--- src/rtl/size_class_slot_allocator_unit_assert.svh ---
// Assertion macros used by the slot allocator RTL top level.
`ifndef SIZE_CLASS_SLOT_ALLOCATOR_UNIT_ASSERT_SVH
`define SIZE_CLASS_SLOT_ALLOCATOR_UNIT_ASSERT_SVH

`ifndef SYNTH

// Same-cycle implication, checked on every rising edge out of reset.
`define SCSA_ASSERT_SAME(lbl, ante, cons) \
    lbl: assert property (@(posedge clk) disable iff (!rst_n) (ante) |-> (cons)) \
        else $error("slot allocator assertion failed");

// Next-cycle implication, checked on every rising edge out of reset.
`define SCSA_ASSERT_NEXT(lbl, ante, cons) \
    lbl: assert property (@(posedge clk) disable iff (!rst_n) (ante) |=> (cons)) \
        else $error("slot allocator assertion failed");

`else

`define SCSA_ASSERT_SAME(lbl, ante, cons)
`define SCSA_ASSERT_NEXT(lbl, ante, cons)

`endif

`endif

--- src/rtl/scsa_pkg.sv ---
// Package with field widths, request, size class and status codes and default pool sizes.
`timescale 1ns / 1ps

package scsa_pkg;

    // Fixed field widths of the request and response.
    localparam int CMD_W    = 1;
    localparam int CLASS_W  = 2;
    localparam int SLOT_W   = 5;
    localparam int STATUS_W = 2;

    // Default size of each class range.
    localparam int DEF_BASIC_SLOTS    = 16;
    localparam int DEF_DATAGRAM_SLOTS = 8;
    localparam int DEF_SNIP_SLOTS     = 4;

    // Request commands.
    localparam logic [CMD_W-1:0] CMD_ALLOC   = 1'b0;
    localparam logic [CMD_W-1:0] CMD_RELEASE = 1'b1;

    // Size classes.
    localparam logic [CLASS_W-1:0] CLS_BASIC    = 2'd0;
    localparam logic [CLASS_W-1:0] CLS_DATAGRAM = 2'd1;
    localparam logic [CLASS_W-1:0] CLS_SNIP     = 2'd2;
    localparam logic [CLASS_W-1:0] CLS_INVALID  = 2'd3;

    // Response status codes.
    localparam logic [STATUS_W-1:0] ST_OK           = 2'd0;
    localparam logic [STATUS_W-1:0] ST_FULL         = 2'd1;
    localparam logic [STATUS_W-1:0] ST_BAD_CLASS    = 2'd2;
    localparam logic [STATUS_W-1:0] ST_FREE_RELEASE = 2'd3;

endpackage

--- src/rtl/size_class_slot_allocator_unit.sv ---
// Slot pool allocator with three size classes: top level with request and response registers.
// A request accepted into the request register has its response registered in the response
// register, from which it is taken.
// Throughput: one request per cycle while the response side is not stalled; the lowest-free-slot
// priority encoder and bitmap update sit in one stage between the request and response registers.
// Reset (rst_n, asynchronous, active low) frees every slot and clears the in-use and peak counts.
`timescale 1ns / 1ps

`include "size_class_slot_allocator_unit_assert.svh"

module size_class_slot_allocator_unit #(
    parameter int BASIC_SLOTS    = scsa_pkg::DEF_BASIC_SLOTS,
    parameter int DATAGRAM_SLOTS = scsa_pkg::DEF_DATAGRAM_SLOTS,
    parameter int SNIP_SLOTS     = scsa_pkg::DEF_SNIP_SLOTS
) (
    input  logic                              clk,
    input  logic                              rst_n,

    input  logic                              req_valid,
    output logic                              req_stall,
    input  logic [scsa_pkg::CMD_W-1:0]        cmd,
    input  logic [scsa_pkg::CLASS_W-1:0]      size_class,
    input  logic [scsa_pkg::SLOT_W-1:0]       slot_index,

    output logic                              rsp_valid,
    input  logic                              rsp_stall,
    output logic [scsa_pkg::STATUS_W-1:0]     status,
    output logic [scsa_pkg::SLOT_W-1:0]       granted_slot,
    output logic [scsa_pkg::SLOT_W-1:0]       in_use,
    output logic [scsa_pkg::SLOT_W-1:0]       peak_in_use
);

    import scsa_pkg::*;

    // The pool is the three class ranges laid end to end.
    localparam int TOTAL = BASIC_SLOTS + DATAGRAM_SLOTS + SNIP_SLOTS;
    localparam int IDX_W = $clog2(TOTAL);
    localparam int CNT_W = $clog2(TOTAL + 1);

    // Request register. The valid bit is control state; the payload is loaded
    // only when a request is accepted and needs no reset.
    logic                req_valid_reg;
    logic [CMD_W-1:0]    cmd_reg;
    logic [CLASS_W-1:0]  class_reg;
    logic [SLOT_W-1:0]   slot_reg;

    // Allocator state: one bit per slot (1 = allocated), the in-use count and its peak.
    logic [TOTAL-1:0]    map_reg;
    logic [TOTAL-1:0]    map_next;
    logic [CNT_W-1:0]    count_reg;
    logic [CNT_W-1:0]    count_next;
    logic [CNT_W-1:0]    peak_reg;
    logic [CNT_W-1:0]    peak_next;

    // Response register.
    logic                rsp_valid_reg;
    logic [STATUS_W-1:0] status_reg;
    logic [STATUS_W-1:0] status_next;
    logic [SLOT_W-1:0]   grant_reg;
    logic [SLOT_W-1:0]   grant_next;
    logic [SLOT_W-1:0]   in_use_reg;
    logic [SLOT_W-1:0]   peak_out_reg;

    logic                rsp_free;
    logic                do_step;
    logic                found;
    logic                alloc_grant;
    logic [IDX_W-1:0]    found_slot;
    logic [IDX_W-1:0]    rel_idx;
    logic                rel_in_pool;

    // The response register can take a new response when it is empty or its
    // current response is being taken at this edge. A request moves from the
    // request register into the response register, and updates the state, at
    // exactly those edges. The request side stalls only when both registers
    // hold requests and the response side is stalled, so a request can enter
    // every cycle while responses flow.
    assign rsp_free  = !rsp_valid_reg || !rsp_stall;
    assign do_step   = req_valid_reg && rsp_free;
    assign req_stall = req_valid_reg && !rsp_free;

    always_ff @(posedge clk or negedge rst_n)
    begin
        if (!rst_n)
        begin
            req_valid_reg <= 1'b0;
        end
        else if (!req_stall)
        begin
            req_valid_reg <= req_valid;
        end
    end

    always_ff @(posedge clk)
    begin
        if (req_valid && !req_stall)
        begin
            cmd_reg   <= cmd;
            class_reg <= size_class;
            slot_reg  <= slot_index;
        end
    end

    // Lowest free slot in the requested class's range, from the current bitmap.
    scsa_find #(
        .BASIC_SLOTS    (BASIC_SLOTS),
        .DATAGRAM_SLOTS (DATAGRAM_SLOTS),
        .SNIP_SLOTS     (SNIP_SLOTS)
    ) u_find (
        .alloc_map  (map_reg),
        .size_class (class_reg),
        .found      (found),
        .slot       (found_slot)
    );

    // An allocate in a valid class that finds a free slot in its range.
    assign alloc_grant = (cmd_reg == CMD_ALLOC) && (class_reg != CLS_INVALID) && found;

    // A release may name any 5-bit slot; those at or past the end of the pool
    // are never allocated and report a release of a free slot.
    assign rel_idx     = IDX_W'(slot_reg);
    assign rel_in_pool = 32'(slot_reg) < 32'(TOTAL);

    // Next state and response for the request in the request register.
    always_comb
    begin
        status_next = ST_OK;
        grant_next  = '0;
        map_next    = map_reg;
        count_next  = count_reg;
        peak_next   = peak_reg;
        if (cmd_reg == CMD_RELEASE)
        begin
            if (rel_in_pool && map_reg[rel_idx])
            begin
                map_next[rel_idx] = 1'b0;
                count_next        = count_reg - 1'b1;
            end
            else
            begin
                // Releasing a free slot changes nothing.
                status_next = ST_FREE_RELEASE;
            end
        end
        else
        begin
            case (class_reg)
                CLS_INVALID:
                begin
                    status_next = ST_BAD_CLASS;
                end
                default:
                begin
                    if (alloc_grant)
                    begin
                        map_next[found_slot] = 1'b1;
                        count_next           = count_reg + 1'b1;
                        grant_next           = SLOT_W'(found_slot);
                        if (count_next > peak_reg)
                        begin
                            peak_next = count_next;
                        end
                    end
                    else
                    begin
                        status_next = ST_FULL;
                    end
                end
            endcase
        end
    end

    always_ff @(posedge clk or negedge rst_n)
    begin
        if (!rst_n)
        begin
            map_reg       <= '0;
            count_reg     <= '0;
            peak_reg      <= '0;
            rsp_valid_reg <= 1'b0;
        end
        else
        begin
            if (do_step)
            begin
                map_reg   <= map_next;
                count_reg <= count_next;
                peak_reg  <= peak_next;
            end
            if (rsp_free)
            begin
                rsp_valid_reg <= req_valid_reg;
            end
        end
    end

    // Response payload; the counts reported are those after this request.
    always_ff @(posedge clk)
    begin
        if (do_step)
        begin
            status_reg   <= status_next;
            grant_reg    <= grant_next;
            in_use_reg   <= SLOT_W'(count_next);
            peak_out_reg <= SLOT_W'(peak_next);
        end
    end

    assign rsp_valid    = rsp_valid_reg;
    assign status       = status_reg;
    assign granted_slot = grant_reg;
    assign in_use       = in_use_reg;
    assign peak_in_use  = peak_out_reg;

    // The in-use count always matches the number of allocated slots in the bitmap.
    `SCSA_ASSERT_SAME(a_count_matches_map, 1'b1, count_reg == CNT_W'($countones(map_reg)))
    // The peak never falls below the current count.
    `SCSA_ASSERT_SAME(a_peak_covers_count, 1'b1, peak_reg >= count_reg)
    // A granted allocate raises the count by exactly one.
    `SCSA_ASSERT_NEXT(a_grant_counts_up, do_step && alloc_grant, count_reg == $past(count_reg) + 1'b1)

endmodule

--- src/rtl/scsa_find.sv ---
// Lowest-free-slot search within the range of one size class.
`timescale 1ns / 1ps

module scsa_find #(
    parameter int BASIC_SLOTS    = scsa_pkg::DEF_BASIC_SLOTS,
    parameter int DATAGRAM_SLOTS = scsa_pkg::DEF_DATAGRAM_SLOTS,
    parameter int SNIP_SLOTS     = scsa_pkg::DEF_SNIP_SLOTS,
    localparam int TOTAL         = BASIC_SLOTS + DATAGRAM_SLOTS + SNIP_SLOTS,
    localparam int IDX_W         = $clog2(TOTAL)
) (
    input  logic [TOTAL-1:0]                 alloc_map,
    input  logic [scsa_pkg::CLASS_W-1:0]     size_class,
    output logic                             found,
    output logic [IDX_W-1:0]                 slot
);

    import scsa_pkg::*;

    localparam int BND_W = IDX_W + 1;

    logic [BND_W-1:0] lo;
    logic [BND_W-1:0] hi;

    // Range bounds of the class; an invalid class gets an empty range.
    always_comb
    begin
        case (size_class)
            CLS_BASIC:
            begin
                lo = '0;
                hi = BND_W'(BASIC_SLOTS);
            end
            CLS_DATAGRAM:
            begin
                lo = BND_W'(BASIC_SLOTS);
                hi = BND_W'(BASIC_SLOTS + DATAGRAM_SLOTS);
            end
            CLS_SNIP:
            begin
                lo = BND_W'(BASIC_SLOTS + DATAGRAM_SLOTS);
                hi = BND_W'(TOTAL);
            end
            default:
            begin
                lo = '0;
                hi = '0;
            end
        endcase
    end

    // Priority encoder: scanning from the top down, the last hit is the lowest free slot.
    always_comb
    begin
        found = 1'b0;
        slot  = '0;
        for (int i = TOTAL - 1; i >= 0; i--)
        begin
            if (!alloc_map[i] && (BND_W'(i) >= lo) && (BND_W'(i) < hi))
            begin
                found = 1'b1;
                slot  = IDX_W'(i);
            end
        end
    end

endmodule

--- config.mk ---
export PLATFORM = sky130hd
export DESIGN_NAME = size_class_slot_allocator_unit
export DESIGN_NICKNAME = d
export VERILOG_FILES = /design/src/rtl/scsa_pkg.sv /design/src/rtl/size_class_slot_allocator_unit.sv /design/src/rtl/scsa_find.sv
export VERILOG_INCLUDE_DIRS = /design/src /design/src/rtl
export SDC_FILE = /design/constraint.sdc
export NUM_CORES = 1
export LEC_CHECK = 0
export BUFFER_PORTS_ARGS = -buffer_cell sky130_fd_sc_hd__buf_4
export CAP_MARGIN = 20
export CORE_MARGIN = 8
export CORE_UTILIZATION = 30
export CTS_CLUSTER_SIZE = 10
export DETAILED_ROUTE_END_ITERATION = 10
export PLACE_DENSITY = 0.44
export RECOVER_POWER = 100
export SETUP_SLACK_MARGIN = 0.1
export SLEW_MARGIN = 20
export SYNTH_ARGS = -nofsm -noshare
export SYNTH_HDL_FRONTEND = slang
export SYNTH_SLANG_ARGS = --single-unit
export TNS_END_PERCENT = 1
--- constraint.sdc ---
create_clock -name clk -period 2.9 [get_ports clk]
set_input_delay 0.29 -clock clk [delete_from_list [all_inputs] [get_ports clk]]
set_output_delay 0.29 -clock clk [all_outputs]
set_load 0.005 [all_outputs]
-- Yosys cells after proc, flatten, opt, wreduce, memory -nomap -nowiden
Index checks and enable logic that the tools add are counted.
- ROM bits: 0
- input port bits: 12
- RAM bits: 0
- register bits: 65
- memories: 0
- latch bits: 0
- add/sub/neg operators: 2
- multipliers: 0
- div/mod/pow operators: 0
- multiplexer cells: 80
- equal/unequal tests: 6
- magnitude comparators: 62
- reductions and logical operators: 101
- bitwise logic cells: 5
- shift operators: 0
- operator list (cell ; number):
    two-way mux 5 bit ; 36
    two-way mux 28 bit ; 4
    logical AND 1 bit ; 64
    greater-or-equal comparator 5 bit, first input constant ; 12
    < comparator 5 bit, first input constant ; 12
    greater-or-equal comparator 4 x 5 -> 1 bit, first input constant ; 8
    < comparator 4 x 5 -> 1 bit, first input constant ; 8
    logical NOT 1 bit ; 32
    two-way mux 1 bit ; 32
    bitwise AND 28 bit ; 1
    NOT 28 bit ; 1
    bitwise OR 28 bit ; 1
    greater-or-equal comparator 3 x 5 -> 1 bit, first input constant ; 4
    < comparator 3 x 5 -> 1 bit, first input constant ; 4
    one-hot mux 5 bit (3 select lines) ; 1
    < comparator 5 x 6 -> 1 bit, second input constant ; 2
    demux 1 bit (select 5 bit) ; 2
    greater-or-equal comparator 1 x 5 -> 1 bit, first input constant ; 2
    greater-or-equal comparator 2 x 5 -> 1 bit, first input constant ; 2
    greater-or-equal comparator 5 x 1 -> 1 bit, second input constant ; 2
    < comparator 1 x 5 -> 1 bit, first input constant ; 2
    < comparator 2 x 5 -> 1 bit, first input constant ; 2
    one-hot mux 5 bit (2 select lines) ; 1
    two-way mux 2 bit ; 3
    15 further kinds ; 18

-- Logic depth before layout (Yosys ltp)
- word-level depth: 41
- depth in mapped cells: 11
- gate-level depth less buffers: 10

-- Hierarchy
From an unflattened synthesis, not the netlist that was laid out.
- cells, all modules: 388
- area total of the unflattened synthesis: 3818.7 um^2
- by module, submodules not included (module ; area each (um^2) ; cells each ; instances):
    size_class_slot_allocator_unit ; 3323.2 ; 307 ; 1
    scsa_find ; 495.5 ; 81 ; 1

-- Worst setup path before layout
No wires, ideal clock.
- path type: reg2reg
- start: register count_reg[0]
- end: register peak_out_reg[1] (netlist: peak_in_use[1]) (data pin)
- buffers on the path: 0
- path slack: 376 ps
- stages on the path, launching flop included: 11
- data arrival time: 2264 ps
- required time: 2640 ps
- cell sequence: dfrtp_1 inv_1 ha_1 ha_1 nor2b_1 o21a_1 o21a_1 o21ai_0 a21oi_1 nand2_1 mux2_2
- cells in the longest elaborated chain, start to end: 6
- ends and longest elaborated chain (element ; RTL line ; text):
    start, declared ; size_class_slot_allocator_unit.sv:50 ; logic [CNT_W-1:0] count_reg;
    start signal, assigned ; size_class_slot_allocator_unit.sv:187 ; count_reg <= count_next;
    adder 5 x 1 -> 5 bit * ; size_class_slot_allocator_unit.sv:157 ; count_next = count_reg + 1'b1;
    > comparator 5 bit ; size_class_slot_allocator_unit.sv:159 ; if (count_next > peak_reg)
    two-way mux 5 bit * ; size_class_slot_allocator_unit.sv:159 ;
    two-way mux 5 bit * ; size_class_slot_allocator_unit.sv:154 ; if (alloc_grant)
    two-way mux 5 bit * ; size_class_slot_allocator_unit.sv:147 ; case (class_reg)
    two-way mux 5 bit * ; size_class_slot_allocator_unit.sv:132 ; if (cmd_reg == CMD_RELEASE)
    named net peak_next[1] ; size_class_slot_allocator_unit.sv:53 ; logic [CNT_W-1:0] peak_next;
    end signal, assigned ; size_class_slot_allocator_unit.sv:205 ; peak_out_reg <= SLOT_W'(peak_next);
    end, declared ; size_class_slot_allocator_unit.sv:62 ; logic [SLOT_W-1:0] peak_out_reg;
The timed path passes the listed nets; every way through them passes the cells marked *.
A chain may end at the register's enable or synchronous reset.

-- Worst setup path after layout
- start: register class_reg[0]
- end: register peak_out_reg[3] (netlist: peak_in_use[3]) (data pin)
- cells in the longest elaborated chain, start to end: 37
- ends and longest elaborated chain (element ; RTL line ; text):
    start, declared ; size_class_slot_allocator_unit.sv:44 ; logic [CLASS_W-1:0] class_reg;
    start signal, assigned ; size_class_slot_allocator_unit.sv:99 ; class_reg <= size_class;
    equality test 2 bit or equality test 2 x 1 -> 1 bit (tied branches) ; scsa_find.sv:27 ; case (size_class)
    one-hot mux 5 bit (2 select lines) ; scsa_find.sv:27 ;
    greater-or-equal comparator 5 bit ; scsa_find.sv:58 ; if (!alloc_map[i] && (BND_W'(i) >= lo) && (BND_W'(i) < hi))
    logical AND 1 bit (2 in series) ; scsa_find.sv:58 ;
    two-way mux 1 bit (28 in series) ; scsa_find.sv:58 ;
    logical AND 1 bit ; size_class_slot_allocator_unit.sv:117 ; assign alloc_grant = (cmd_reg == CMD_ALLOC) && (class_reg != CLS_INVALID) && found;
    two-way mux 5 bit ; size_class_slot_allocator_unit.sv:154 ;
    two-way mux 5 bit * ; size_class_slot_allocator_unit.sv:147 ;
    two-way mux 5 bit * ; size_class_slot_allocator_unit.sv:132 ;
    named net peak_next[3] ; size_class_slot_allocator_unit.sv:53 ;
Marked as above.

==> qor.yml <==
floorplanning:
  initial_core_util_pct: 30.3
  die_h_um: 131
  pin_count: 31
  die-width_um: 131
  dieArea_um2: 17200
  rows: 42
  core_um2: 13100
pwr:
  p_clk_share_pct: 28.7
  seq_power_share_pct: 37.2
  netSwitchingFraction_pct: 34.8
  p_comb_share_pct: 34.1
  p_int_uw: 2770
  power_switching_uw: 1480
  ir_worst_vdd_uv: 300
  p_leak_uw: 0.00192
  p_per_area_nw_per_um2: 889
grt:
  antenna_found_initial: 0
  grtUsageTotal_pct: 14.3
  grt_max_degree: 41
  grt_overflow_total: 0
  grt_pass1_vias: 3252
  grt_pass1_wl_mm: 18.0
yosys:
  synth_edf_count: 25
  synth_seq_area_share_pct: 44.2
  syn_nets: 417
  synthDominantCellAreaShare_pct: 25.2
  synth_ff_type: "dfrtp_1"
  synth.distinct_cells: 65
  yosys_warnings: 0
  yosys-top-cells-area: "dfrtp_1 25%, edfxtp_1 19%, nand2_1 4.2%"
  synthTopCellsByCount: "44 x nand2_1, 40 x dfrtp_1, 25 x edfxtp_1"
  ys_ff_latch: 65
  yosysMostFrequentCell: "nand2_1"
  syn-instance-count: 394
  async_reset_ff_share_pct: 61.5
  synth.cell_area_um2: 3970
  synth_top_cell_by_area: "dfrtp_1"
  syn_avg_cell_area_um2: 10.1
clock_network:
  cts_num_sinks: 65
  cts-root-buf: "clkbuf_16"
  path_clk_slew_ns: 0.06
  cts_buffers: 9
  insertion_delay_ns: 0.35
  cts_max_level: 3
  clock_path_buffers: 2
  cts_tree: "yes"
cells_and_area:
  layout-drive-gt1-share_pct: 19.1
  fillers: 1354
  area_delta_synth_final_pct: 20.5
  largest_reg_flops: 28
  final_area_um2: 4780
  finalNonFillerCells: 622
  fin_nets: 464
  antenna_cells: 0
placed_design:
  post-place-ws_ns: 0.112
  gp_congestion: 0.860
  dp_hpwl_mm: 8.48
  portBuffers: 30
  dpl-instance-area_um2: 4490
  dp.cells: 604
timing:
  slew_violations: 0
  fin_tns_setup_ns: 0
  fin_ws_ns: 0.166
  max_freq_ghz: 0.366
  layout_min_cycle_time_ns: 2.73
  finalCritPeriodShare_pct: 94.3
  rsz0062_at_grt: "true"
  report.final.setup_viol: 0
  worst_pin_slew_ns: 1.10
  hold_violations: 0
  relSlewSlack_pct: 26.6
  skew_ns: 0.0103
setup_path:
  critPathKind: "flop to flop"
  end_kind: "flop"
  path_max_fanout: 10
  cp.required_ns: 2.99
  cp.arrival_ns: 2.83
  ff2ff_path_depth: 9
  startpoint_type: "flop"
  crit_start: "class_reg[0]"
  r2r-start: "class_reg[0]"
drt:
  postRouteAntennaNets: 0
  top_layer: "met4"
  met3WireLength_um: 577
  via_per_inst: 5.25
  met2RoutedLength_mm: 5.31
  post_drt_wl_per_cell_um: 18.4
  wl_met1_mm: 5.20
  drtIter0Drc: 346
  drc: 0
  vias: 3264
  drtPass1Iterations: 4
  wl_mm: 11.5
worst_hold_path:
  hp-start: "slot_index[3]"
  min_path_cells: 1
  min_path_type: "primary input to flop"
status:
  status: "completed"
run:
  cap_violations: 0
what timing repair did:
action,CTS,global route
hold endpoints to repair,40,0
buffers inserted,0,1
hold buffers,1,0
endpoints found under the setup margin,0,37
gates resized for setup,0,4
cells in the final DEF, fill, tap and decap left out, types with 8 or more instances in the layout:
master,instances
o2bb2ai_1,9
ha_1,10
clkbuf_1,10
o21ai_0,22
inv_1,21
mux2i_1,12
nand2_1,44
buf_4,19
o41ai_1,13
edfxtp_1,25
clkbuf_4,23
dfrtp_1,39
mux2_2,8
nand2b_1,8
a21oi_1,12
nor2_1,22
nand3_1,16
clkbuf_16,10
power groups by stage:
stage | clock network, µW | registers [µW] | logic, µW
2_1_floorplan | 0 | 1470 | 1030
3_3_place_gp | 0 | 1590 | 1480
3_5_place_dp | 0 | 1580 | 1480
4_1_cts | 1250 | 1570 | 1490
5_1_grt | 1280 | 1620 | 1620
6_report | 1220 | 1580 | 1450
per-stage QoR:
step	utilization [%]	total power [µW]	hold slack (ns)
4_1_cts	36.9	4310	0.103
5_1_grt	36.5	4530	0.126
3_5_place_dp	34.3	3060	0.324
6_report	36.5	4250	0.141
2_1_floorplan	-	2500	-0.00559
3_3_place_gp	34.3	3070	0.323
cell families (layout without fill, tap and decap cells):
kind of cell	after synthesis	after routing	synth area share (%)
flip-flops	65	65	44.2
AND/OR/NAND/NOR	138	138	18.3
AO/OA/AOI/OAI	107	107	20.2
XOR/XNOR	9	9	1.99
adder cells (fa/ha/maj)	11	11	3.47
buffers and inverters	41	93	4.79
multiplexers	23	23	7.10
layer usage:
metal	track usage [%]	vias to the layer above
li1	-	1571
met1	17.7	1585
met2	23.0	87
met3	3.00	21
met4	7.83	0
met5	0	-
critical path, cell delays in order (launching register included):
cell and delay (ns):
edfxtp_1 0.41, inv_1 0.10, ha_2 0.34, nor2b_1 0.16, buf_4 0.17, a21o_1 0.23
o31ai_4 0.38, a21oi_1 0.10, nand2_1 0.23, mux2_2 0.36
worst paths after layout:
path,to,slack [ns]
max reg2reg,peak_in_use[3],0.17
max,peak_in_use[3],0.17
min,rel_idx[3],0.14
min reg2reg,rsp_valid,0.50
min in group asynchronous,peak_reg[4],0.69
max in group asynchronous,count_reg[0],1.47
area by class of cell:
cell class                 instances  area, µm²  share of cell area [%]
sequential                        65       1750                    36.7
multi-input combinational        288       2010                    42.2
inverter                          22       82.6                    1.73
clock buffer                      12        258                    5.39
timing repair buffer              55        375                    7.86
tap                              176        220                    4.61
clock inverter                     4       75.1                    1.57
(Power assumes the default switching activity.)
